`src/sv/bps_pkg.sv`:
```
// Shared types, constants and helpers for the byte pattern search block.
`timescale 1ns / 1ps
package bps_pkg;

    localparam int PATTERN_MAX_DEF = 16;
    localparam int OFFSET_BITS_DEF = 32;

    localparam int REG_BYTES    = 16;
    localparam int LEN_W        = 5;
    localparam int IDX_W        = $clog2(REG_BYTES);
    localparam int HIT_START_W  = 32;
    localparam int CFG_INDEX_W  = 3;
    localparam int CFG_DATA_W   = 64;

    localparam logic [CFG_INDEX_W-1:0] CFG_PATTERN_LOW    = 3'd0;
    localparam logic [CFG_INDEX_W-1:0] CFG_PATTERN_HIGH   = 3'd1;
    localparam logic [CFG_INDEX_W-1:0] CFG_PATTERN_LENGTH = 3'd2;
    localparam logic [CFG_INDEX_W-1:0] CFG_FOLD_CASE      = 3'd3;

    localparam logic [7:0] ASCII_LOWER_A = 8'h61;
    localparam logic [7:0] ASCII_LOWER_Z = 8'h7A;
    localparam logic [7:0] ASCII_CASE_OFFSET = 8'h20;

    typedef struct packed {
        logic [7:0] data_byte;
        logic       last_byte;
    } bps_in_t;

    typedef struct packed {
        logic                   hit;
        logic [HIT_START_W-1:0] hit_start;
        logic                   stream_end;
    } bps_out_t;

    typedef struct packed {
        logic shift;
        logic clear;
        logic fold;
    } bps_cell_ctrl_t;

    function automatic logic [7:0] fold_byte(input logic [7:0] b, input logic en);
        logic [7:0] r;
        r = b;
        if (en && (b >= ASCII_LOWER_A) && (b <= ASCII_LOWER_Z))
        begin
            r = b - ASCII_CASE_OFFSET;
        end
        return r;
    endfunction

endpackage

```
`src/sv/bps_cell.sv`:
```
// One window cell: holds a recent byte, passes it on, compares it with its pattern byte.
`timescale 1ns / 1ps
module bps_cell (
    input  logic                    clk,
    input  logic                    rst_n,
    input  bps_pkg::bps_cell_ctrl_t ctrl,
    input  logic [7:0]              byte_in,
    input  logic [7:0]              pattern_byte,
    input  logic                    active,
    output logic [7:0]              byte_out,
    output logic                    match
);
    import bps_pkg::*;

    logic [7:0] byte_reg;
    logic [7:0] byte_next;

    always_comb
    begin
        byte_next = byte_reg;
        if (ctrl.clear)
        begin
            byte_next = '0;
        end
        else if (ctrl.shift)
        begin
            byte_next = byte_in;
        end
    end

    always_ff @(posedge clk or negedge rst_n)
    begin
        if (!rst_n)
        begin
            byte_reg <= '0;
        end
        else
        begin
            byte_reg <= byte_next;
        end
    end

    assign byte_out = byte_reg;
    assign match    = !active || (fold_byte(byte_reg, ctrl.fold) == pattern_byte);

endmodule

```
`src/sv/bps_out_buf.sv`:
```
// Result register with a skid stage between the compare and the output channel.
`timescale 1ns / 1ps
module bps_out_buf (
    input  logic              clk,
    input  logic              rst_n,
    input  logic              in_valid,
    output logic              in_ready,
    input  bps_pkg::bps_out_t in_data,
    output logic              out_valid,
    input  logic              out_ready,
    output bps_pkg::bps_out_t out_data
);
    import bps_pkg::*;

    logic     out_valid_reg;
    logic     out_valid_next;
    bps_out_t out_data_reg;
    bps_out_t out_data_next;
    logic     skid_valid_reg;
    logic     skid_valid_next;
    bps_out_t skid_data_reg;
    bps_out_t skid_data_next;
    logic     out_free;

    assign out_free = !out_valid_reg || out_ready;

    always_comb
    begin
        out_valid_next  = out_valid_reg;
        out_data_next   = out_data_reg;
        skid_valid_next = skid_valid_reg;
        skid_data_next  = skid_data_reg;
        if (out_free)
        begin
            if (skid_valid_reg)
            begin
                out_valid_next  = 1'b1;
                out_data_next   = skid_data_reg;
                skid_valid_next = 1'b0;
            end
            else
            begin
                out_valid_next = in_valid;
                out_data_next  = in_data;
            end
        end
        else if (in_valid)
        begin
            // hold the beat until the output drains
            skid_valid_next = 1'b1;
            skid_data_next  = in_data;
        end
    end

    always_ff @(posedge clk or negedge rst_n)
    begin
        if (!rst_n)
        begin
            out_valid_reg  <= 1'b0;
            skid_valid_reg <= 1'b0;
        end
        else
        begin
            out_valid_reg  <= out_valid_next;
            skid_valid_reg <= skid_valid_next;
        end
    end

    always_ff @(posedge clk)
    begin
        out_data_reg  <= out_data_next;
        skid_data_reg <= skid_data_next;
    end

    assign in_ready  = !skid_valid_reg;
    assign out_valid = out_valid_reg;
    assign out_data  = out_data_reg;

endmodule

```
`src/sv/byte_pattern_search_top.sv`:
```
// Top level of the byte pattern search: config registers, cell row, position counter.
`timescale 1ns / 1ps
// Takes one file byte per clock while in_ready is high and gives one result beat
// per byte, registered in the output buffer; the whole window is compared at once
// by a row of PATTERN_MAX-1 cells plus the incoming byte; a stalled output is
// absorbed by a two-beat output buffer before input ready drops. Write the pattern,
// length and case fold only while no beat is in flight.
module byte_pattern_search_top #(
    parameter int PATTERN_MAX = bps_pkg::PATTERN_MAX_DEF,
    parameter int OFFSET_BITS = bps_pkg::OFFSET_BITS_DEF
) (
    input  logic                               clk,
    input  logic                               rst_n,
    input  logic                               cfg_write,
    input  logic [bps_pkg::CFG_INDEX_W-1:0]    cfg_index,
    input  logic [bps_pkg::CFG_DATA_W-1:0]     cfg_data,
    input  logic                               in_valid,
    output logic                               in_ready,
    input  bps_pkg::bps_in_t                   in_data,
    output logic                               out_valid,
    input  logic                               out_ready,
    output bps_pkg::bps_out_t                  out_data
);
    import bps_pkg::*;

    localparam int CELLS   = PATTERN_MAX - 1;
    localparam int LEN_CAP = (PATTERN_MAX < REG_BYTES) ? PATTERN_MAX : REG_BYTES;
    localparam int FILL_W  = (PATTERN_MAX > 1) ? $clog2(PATTERN_MAX) : 1;

    logic [CFG_DATA_W-1:0]  pattern_low_reg;
    logic [CFG_DATA_W-1:0]  pattern_high_reg;
    logic [LEN_W-1:0]       pattern_length_reg;
    logic                   fold_case_reg;

    logic [OFFSET_BITS-1:0] pos_reg;
    logic [OFFSET_BITS-1:0] pos_next;
    logic [FILL_W-1:0]      fill_reg;
    logic [FILL_W-1:0]      fill_next;

    logic [7:0]             pat_fold [REG_BYTES];
    logic [7:0]             cell_byte [CELLS+1];
    logic [PATTERN_MAX-1:0] match;

    logic [LEN_W-1:0]       eff_len;
    logic [IDX_W-1:0]       top;
    logic                   len_ok;
    logic                   fill_ok;
    logic                   hit;
    logic                   accept;
    logic [OFFSET_BITS-1:0] start_off;
    bps_cell_ctrl_t         cell_ctrl;
    bps_out_t               res;

    always_ff @(posedge clk or negedge rst_n)
    begin
        if (!rst_n)
        begin
            pattern_low_reg    <= '0;
            pattern_high_reg   <= '0;
            pattern_length_reg <= LEN_W'(1);
            fold_case_reg      <= 1'b0;
        end
        else if (cfg_write)
        begin
            unique case (cfg_index)
                CFG_PATTERN_LOW:    pattern_low_reg    <= cfg_data;
                CFG_PATTERN_HIGH:   pattern_high_reg   <= cfg_data;
                CFG_PATTERN_LENGTH: pattern_length_reg <= cfg_data[LEN_W-1:0];
                CFG_FOLD_CASE:      fold_case_reg      <= cfg_data[0];
                default:            ;
            endcase
        end
    end

    genvar i;
    generate
        for (i = 0; i < REG_BYTES; i++)
        begin : g_pat
            if (i < 8)
            begin : g_low
                assign pat_fold[i] = fold_byte(pattern_low_reg[(i % 8) * 8 +: 8], fold_case_reg);
            end
            else
            begin : g_high
                assign pat_fold[i] = fold_byte(pattern_high_reg[(i % 8) * 8 +: 8], fold_case_reg);
            end
        end
    endgenerate

    assign eff_len = (pattern_length_reg > LEN_W'(LEN_CAP)) ? LEN_W'(LEN_CAP)
                                                             : pattern_length_reg;
    assign len_ok  = (eff_len != '0);
    assign top     = IDX_W'(eff_len - LEN_W'(1));
    assign fill_ok = (int'(fill_reg) >= int'(top));

    assign accept          = in_valid && in_ready;
    assign cell_ctrl.shift = accept && !in_data.last_byte;
    assign cell_ctrl.clear = accept && in_data.last_byte;
    assign cell_ctrl.fold  = fold_case_reg;

    assign cell_byte[0] = in_data.data_byte;
    assign match[0]     = (fold_byte(in_data.data_byte, fold_case_reg) == pat_fold[top]);

    genvar k;
    generate
        for (k = 1; k <= CELLS; k++)
        begin : g_cell
            logic active;
            assign active = (int'(top) >= k);
            bps_cell u_cell (
                .clk          (clk),
                .rst_n        (rst_n),
                .ctrl         (cell_ctrl),
                .byte_in      (cell_byte[k-1]),
                .pattern_byte (pat_fold[IDX_W'(int'(top) - k)]),
                .active       (active),
                .byte_out     (cell_byte[k]),
                .match        (match[k])
            );
        end
    endgenerate

    assign hit       = len_ok && fill_ok && (&match);
    assign start_off = pos_reg - OFFSET_BITS'(top);

    assign res.hit        = hit;
    assign res.hit_start  = hit ? HIT_START_W'(start_off) : '0;
    assign res.stream_end = in_data.last_byte;

    always_comb
    begin
        pos_next  = pos_reg;
        fill_next = fill_reg;
        if (cell_ctrl.clear)
        begin
            pos_next  = '0;
            fill_next = '0;
        end
        else if (cell_ctrl.shift)
        begin
            pos_next = pos_reg + OFFSET_BITS'(1);
            if (int'(fill_reg) < CELLS)
            begin
                fill_next = fill_reg + FILL_W'(1);
            end
        end
    end

    always_ff @(posedge clk or negedge rst_n)
    begin
        if (!rst_n)
        begin
            pos_reg  <= '0;
            fill_reg <= '0;
        end
        else
        begin
            pos_reg  <= pos_next;
            fill_reg <= fill_next;
        end
    end

    bps_out_buf u_out_buf (
        .clk       (clk),
        .rst_n     (rst_n),
        .in_valid  (accept),
        .in_ready  (in_ready),
        .in_data   (res),
        .out_valid (out_valid),
        .out_ready (out_ready),
        .out_data  (out_data)
    );

endmodule

```
`config.mk`:
```
export PLATFORM = sky130hd
export DESIGN_NAME = byte_pattern_search_top
export DESIGN_NICKNAME = d
export VERILOG_FILES = /design/src/sv/bps_pkg.sv /design/src/sv/bps_cell.sv /design/src/sv/bps_out_buf.sv /design/src/sv/byte_pattern_search_top.sv
export SDC_FILE = /design/constraint.sdc
export NUM_CORES = 1
export LEC_CHECK = 0
export BUFFER_PORTS_ARGS = -buffer_cell sky130_fd_sc_hd__buf_2
export CORE_UTILIZATION = 30
export DETAILED_ROUTE_END_ITERATION = 8
export PLACE_DENSITY_LB_ADDON = 0.2
export SLEW_MARGIN = 20
export SYNTH_ARGS = -nofsm -noshare
export SYNTH_HDL_FRONTEND = slang
export SYNTH_SLANG_ARGS = --single-unit
```
`constraint.sdc`:
```
create_clock -name clk -period 19.02 [get_ports clk]
set_clock_uncertainty 0.1 [all_clocks]
set_input_delay 0.951 -clock clk [delete_from_list [all_inputs] [get_ports clk]]
set_output_delay 0.951 -clock clk [all_outputs]
set_load 0.05 [all_outputs]
```
==> results.ini <==
[setup_path]
critPathArrivalTime_ns = 7.80
max_stage_delay_ns = 0.80
crit_slowest_cell = dfstp_2
cp-start-kind = flip-flop
path_cells = nand2b_4 -> inv_4 -> ha_1 -> xnor2_1 -> xnor2_2 -> buf_4 -> mux4_2 -> mux2i_1 -> xor2_1 -> nor3_1 -> nand4_1 -> o41a_1 -> a2111oi_0 -> nand4b_1 -> buf_4 -> o41ai_1
worstPathMaxFanout = 66
critPathRequiredTime_ns = 19.35
crit_path_end_kind = flip-flop
worstSetupPathType = reg -> reg
critPathMostFrequentCell = buf_4
reg2regPathDepth = 16

[power]
p_leak_nw = 13.7
combPwrFrac = 0.597
seqPwrFrac = 0.214
power_switching_mw = 2.31
internal_power_mw = 2.55
p_sw_frac = 0.475
power.density_nw_per_um2 = 149
vdd_ir_drop_max_mv = 0.0788
power_mw = 4.86
p_clk_frac = 0.189

[sta]
finalCritPeriodShare = 0.392
fin_ws_ns = 11.56
max_freq_mhz = 134
setup-violations-final = 0
tns_ns = 0
worst_pin_slew_ns = 1.34
hold_viol = 0
rsz0062_at_grt = false
fin_crit_ns = 7.46
maxSlewViolCount = 0
relSlewSlack = 0.109

[layout]
final_cells = 4524
largest_register_ffs = 120
drive_above_1_share = 0.171
diodes = 0
area_growth_pct = 12.1
nets = 3363
fillers = 9851

[clock_network]
h-tree-depth = 2
clock_latency_ns = 0.64
root_buffer = clkbuf_16
clock-sinks = 360
cts_tree = done
path_clk_slew_ns = 0.06
clk_path_buf_depth = 3
cts_hold_buf = 0
post_cts_resized = 0
cts_made_buffers = 46
post_cts_buffers = 0

[global_route]
grt_first_pass_wirelength_um = 177000
grt_pass1_vias = 25000
grt.total_usage = 0.242
antenna_found_initial = 3
grt_max_degree = 140
grt_overflow = 0

[floorplanning]
core_area_um2 = 95600
die_w_um = 314
die-area_um2 = 98400
start_util = 0.305
row_count = 113
io_pins = 117
die_h_um = 314

[job]
cap_violations = 0

[routing]
first_iter_violations = 2917
detail_route.wl_per_cell_um = 26.5
drc = 0
drt_pass1_iterations = 6
drt-total-wl_um = 120000
viasPerCell = 5.83
num_vias = 26400
antenna_left = 0

[place]
dp_cells = 4439
pre_cts_ws_ns = 11.75
port-buffer-count = 116
dpl.hpwl_um = 90300
gp_congestion = 1.04

[synthesis]
synthTopCellsByArea = dfrtp_1, mux2i_1, edfxtp_1
synth_compound_area_frac = 0.144
syn_nets = 3351
syn_inst = 3210
ys_ff_latch = 360
avgSynthCellArea_um2 = 9.08
synth-xor-area-share = 0.0632
synth_simple_gate_area_share = 0.192
ys_warn_count = 0
synth_cell_types = 85
ys.flop_type = dfrtp_1
synthAdderAreaFrac = 0.0260
post-synth-top-count-cell = nand2_1
synth_largest_area_cell = dfrtp_1
ys_top_cells_by_count = nand2_1, dfrtp_1, mux2i_1, nor2_1, clkbuf_1
muxShareOfSynthArea = 0.207
synth.top_cell.area_share = 0.250
synth_top_family_by_area = multiplexers
async_flop_share = 0.811
ys_seq_area_frac = 0.321
syn_area_um2 = 29100
synth-edff-count = 68

[run_status]
status = completed

[worst_hold_path]
worstHoldPathType = in -> async

==> area by class of cell <==
type                    count  area (um2)  area share
clock buffers              67        1330      0.0407
inverters                 102         390      0.0119
repair buffers            193        1180      0.0362
multi-input cells        2519       18600       0.568
clock inverters            18         265     0.00812
well taps                1265        1580      0.0484
flip-flops and latches    360        9350       0.286
==> metal layers <==
layer / global-route usage / vias to the layer above / routed length, um
li1: - / 11800 / -
met1: 0.331 / 13000 / 51400
met2: 0.364 / 1247 / 52300
met3: 0.0592 / 240 / 11300
met4: 0.0939 / 2 / 4980
met5: 0 / - / 13
==> worst paths after layout <==
kind,start,endpoint,slack (ns)
worst max-delay path,pattern_length_reg[0],u_out_buf.out_data[1],11.56
worst min-delay path,rst_n,pattern_low_reg[33],0.25
worst max register to register,pattern_length_reg[0],u_out_buf.out_data[1],11.56
worst min register to register,g_cell[9].u_cell.byte_out[6],g_cell[9].u_cell.byte_out[6],0.37
min in group clk,g_cell[9].u_cell.byte_out[6],g_cell[9].u_cell.byte_out[6],0.37
max in group asynchronous,rst_n,u_out_buf.skid_valid_reg,17.15
==> worst max-delay path: cells and delay by family (launching register included) <==
family,cells,cell delay (ns)
fa+ha+maj,1,0.34
xor+xnor,3,1.05
mux,2,0.82
flops,1,0.80
simple gates,4,1.28
compound gates,3,1.32
buf+inv,3,1.46
==> through the flow <==
stage               utilization  hold WS (ns)  instance area (um2)
floorplan                     -         0.349                29100
global placement          0.325         0.363                31100
detailed placement        0.325         0.365                31100
CTS                       0.342         0.269                32700
global route              0.342         0.309                32700
finish                    0.342         0.245                32700
==> power groups by stage <==
stage          clock, mW  sequential, mW  combinational [mW]
3_3_place_gp           0            1.05                2.82
6_report           0.920            1.04                2.90
4_1_cts            0.945            1.03                2.83
2_1_floorplan          0           0.978                2.00
5_1_grt            0.975            1.05                3.08
3_5_place_dp           0            1.05                2.82
==> cell usage in the layout (no fill, tap or decap), drive strengths merged, types with 65 or more instances in the layout <==
| cell type | count |
|---|---|
| nand2 | 489 |
| dfrtp | 291 |
| mux2i | 263 |
| buf | 193 |
| nor2 | 174 |
| mux2 | 123 |
| o21ai | 121 |
| a21oi | 115 |
| xnor2 | 115 |
| inv | 104 |
| nor3 | 97 |
| nand3b | 96 |
| xor2 | 93 |
| mux4 | 90 |
| o31ai | 88 |
| edfxtp | 68 |
| clkbuf | 67 |
| nand3 | 65 |
==> cells by family after synthesis <==
group | count (synthesis)
and+or+nand+nor | 1152
AOI/OAI and AO/OA | 623
muxes | 476
DFF | 360
buffers and inverters | 331
xor gates and xnor gates | 208
adders and majority gates | 60
(Power assumes the default switching activity.)
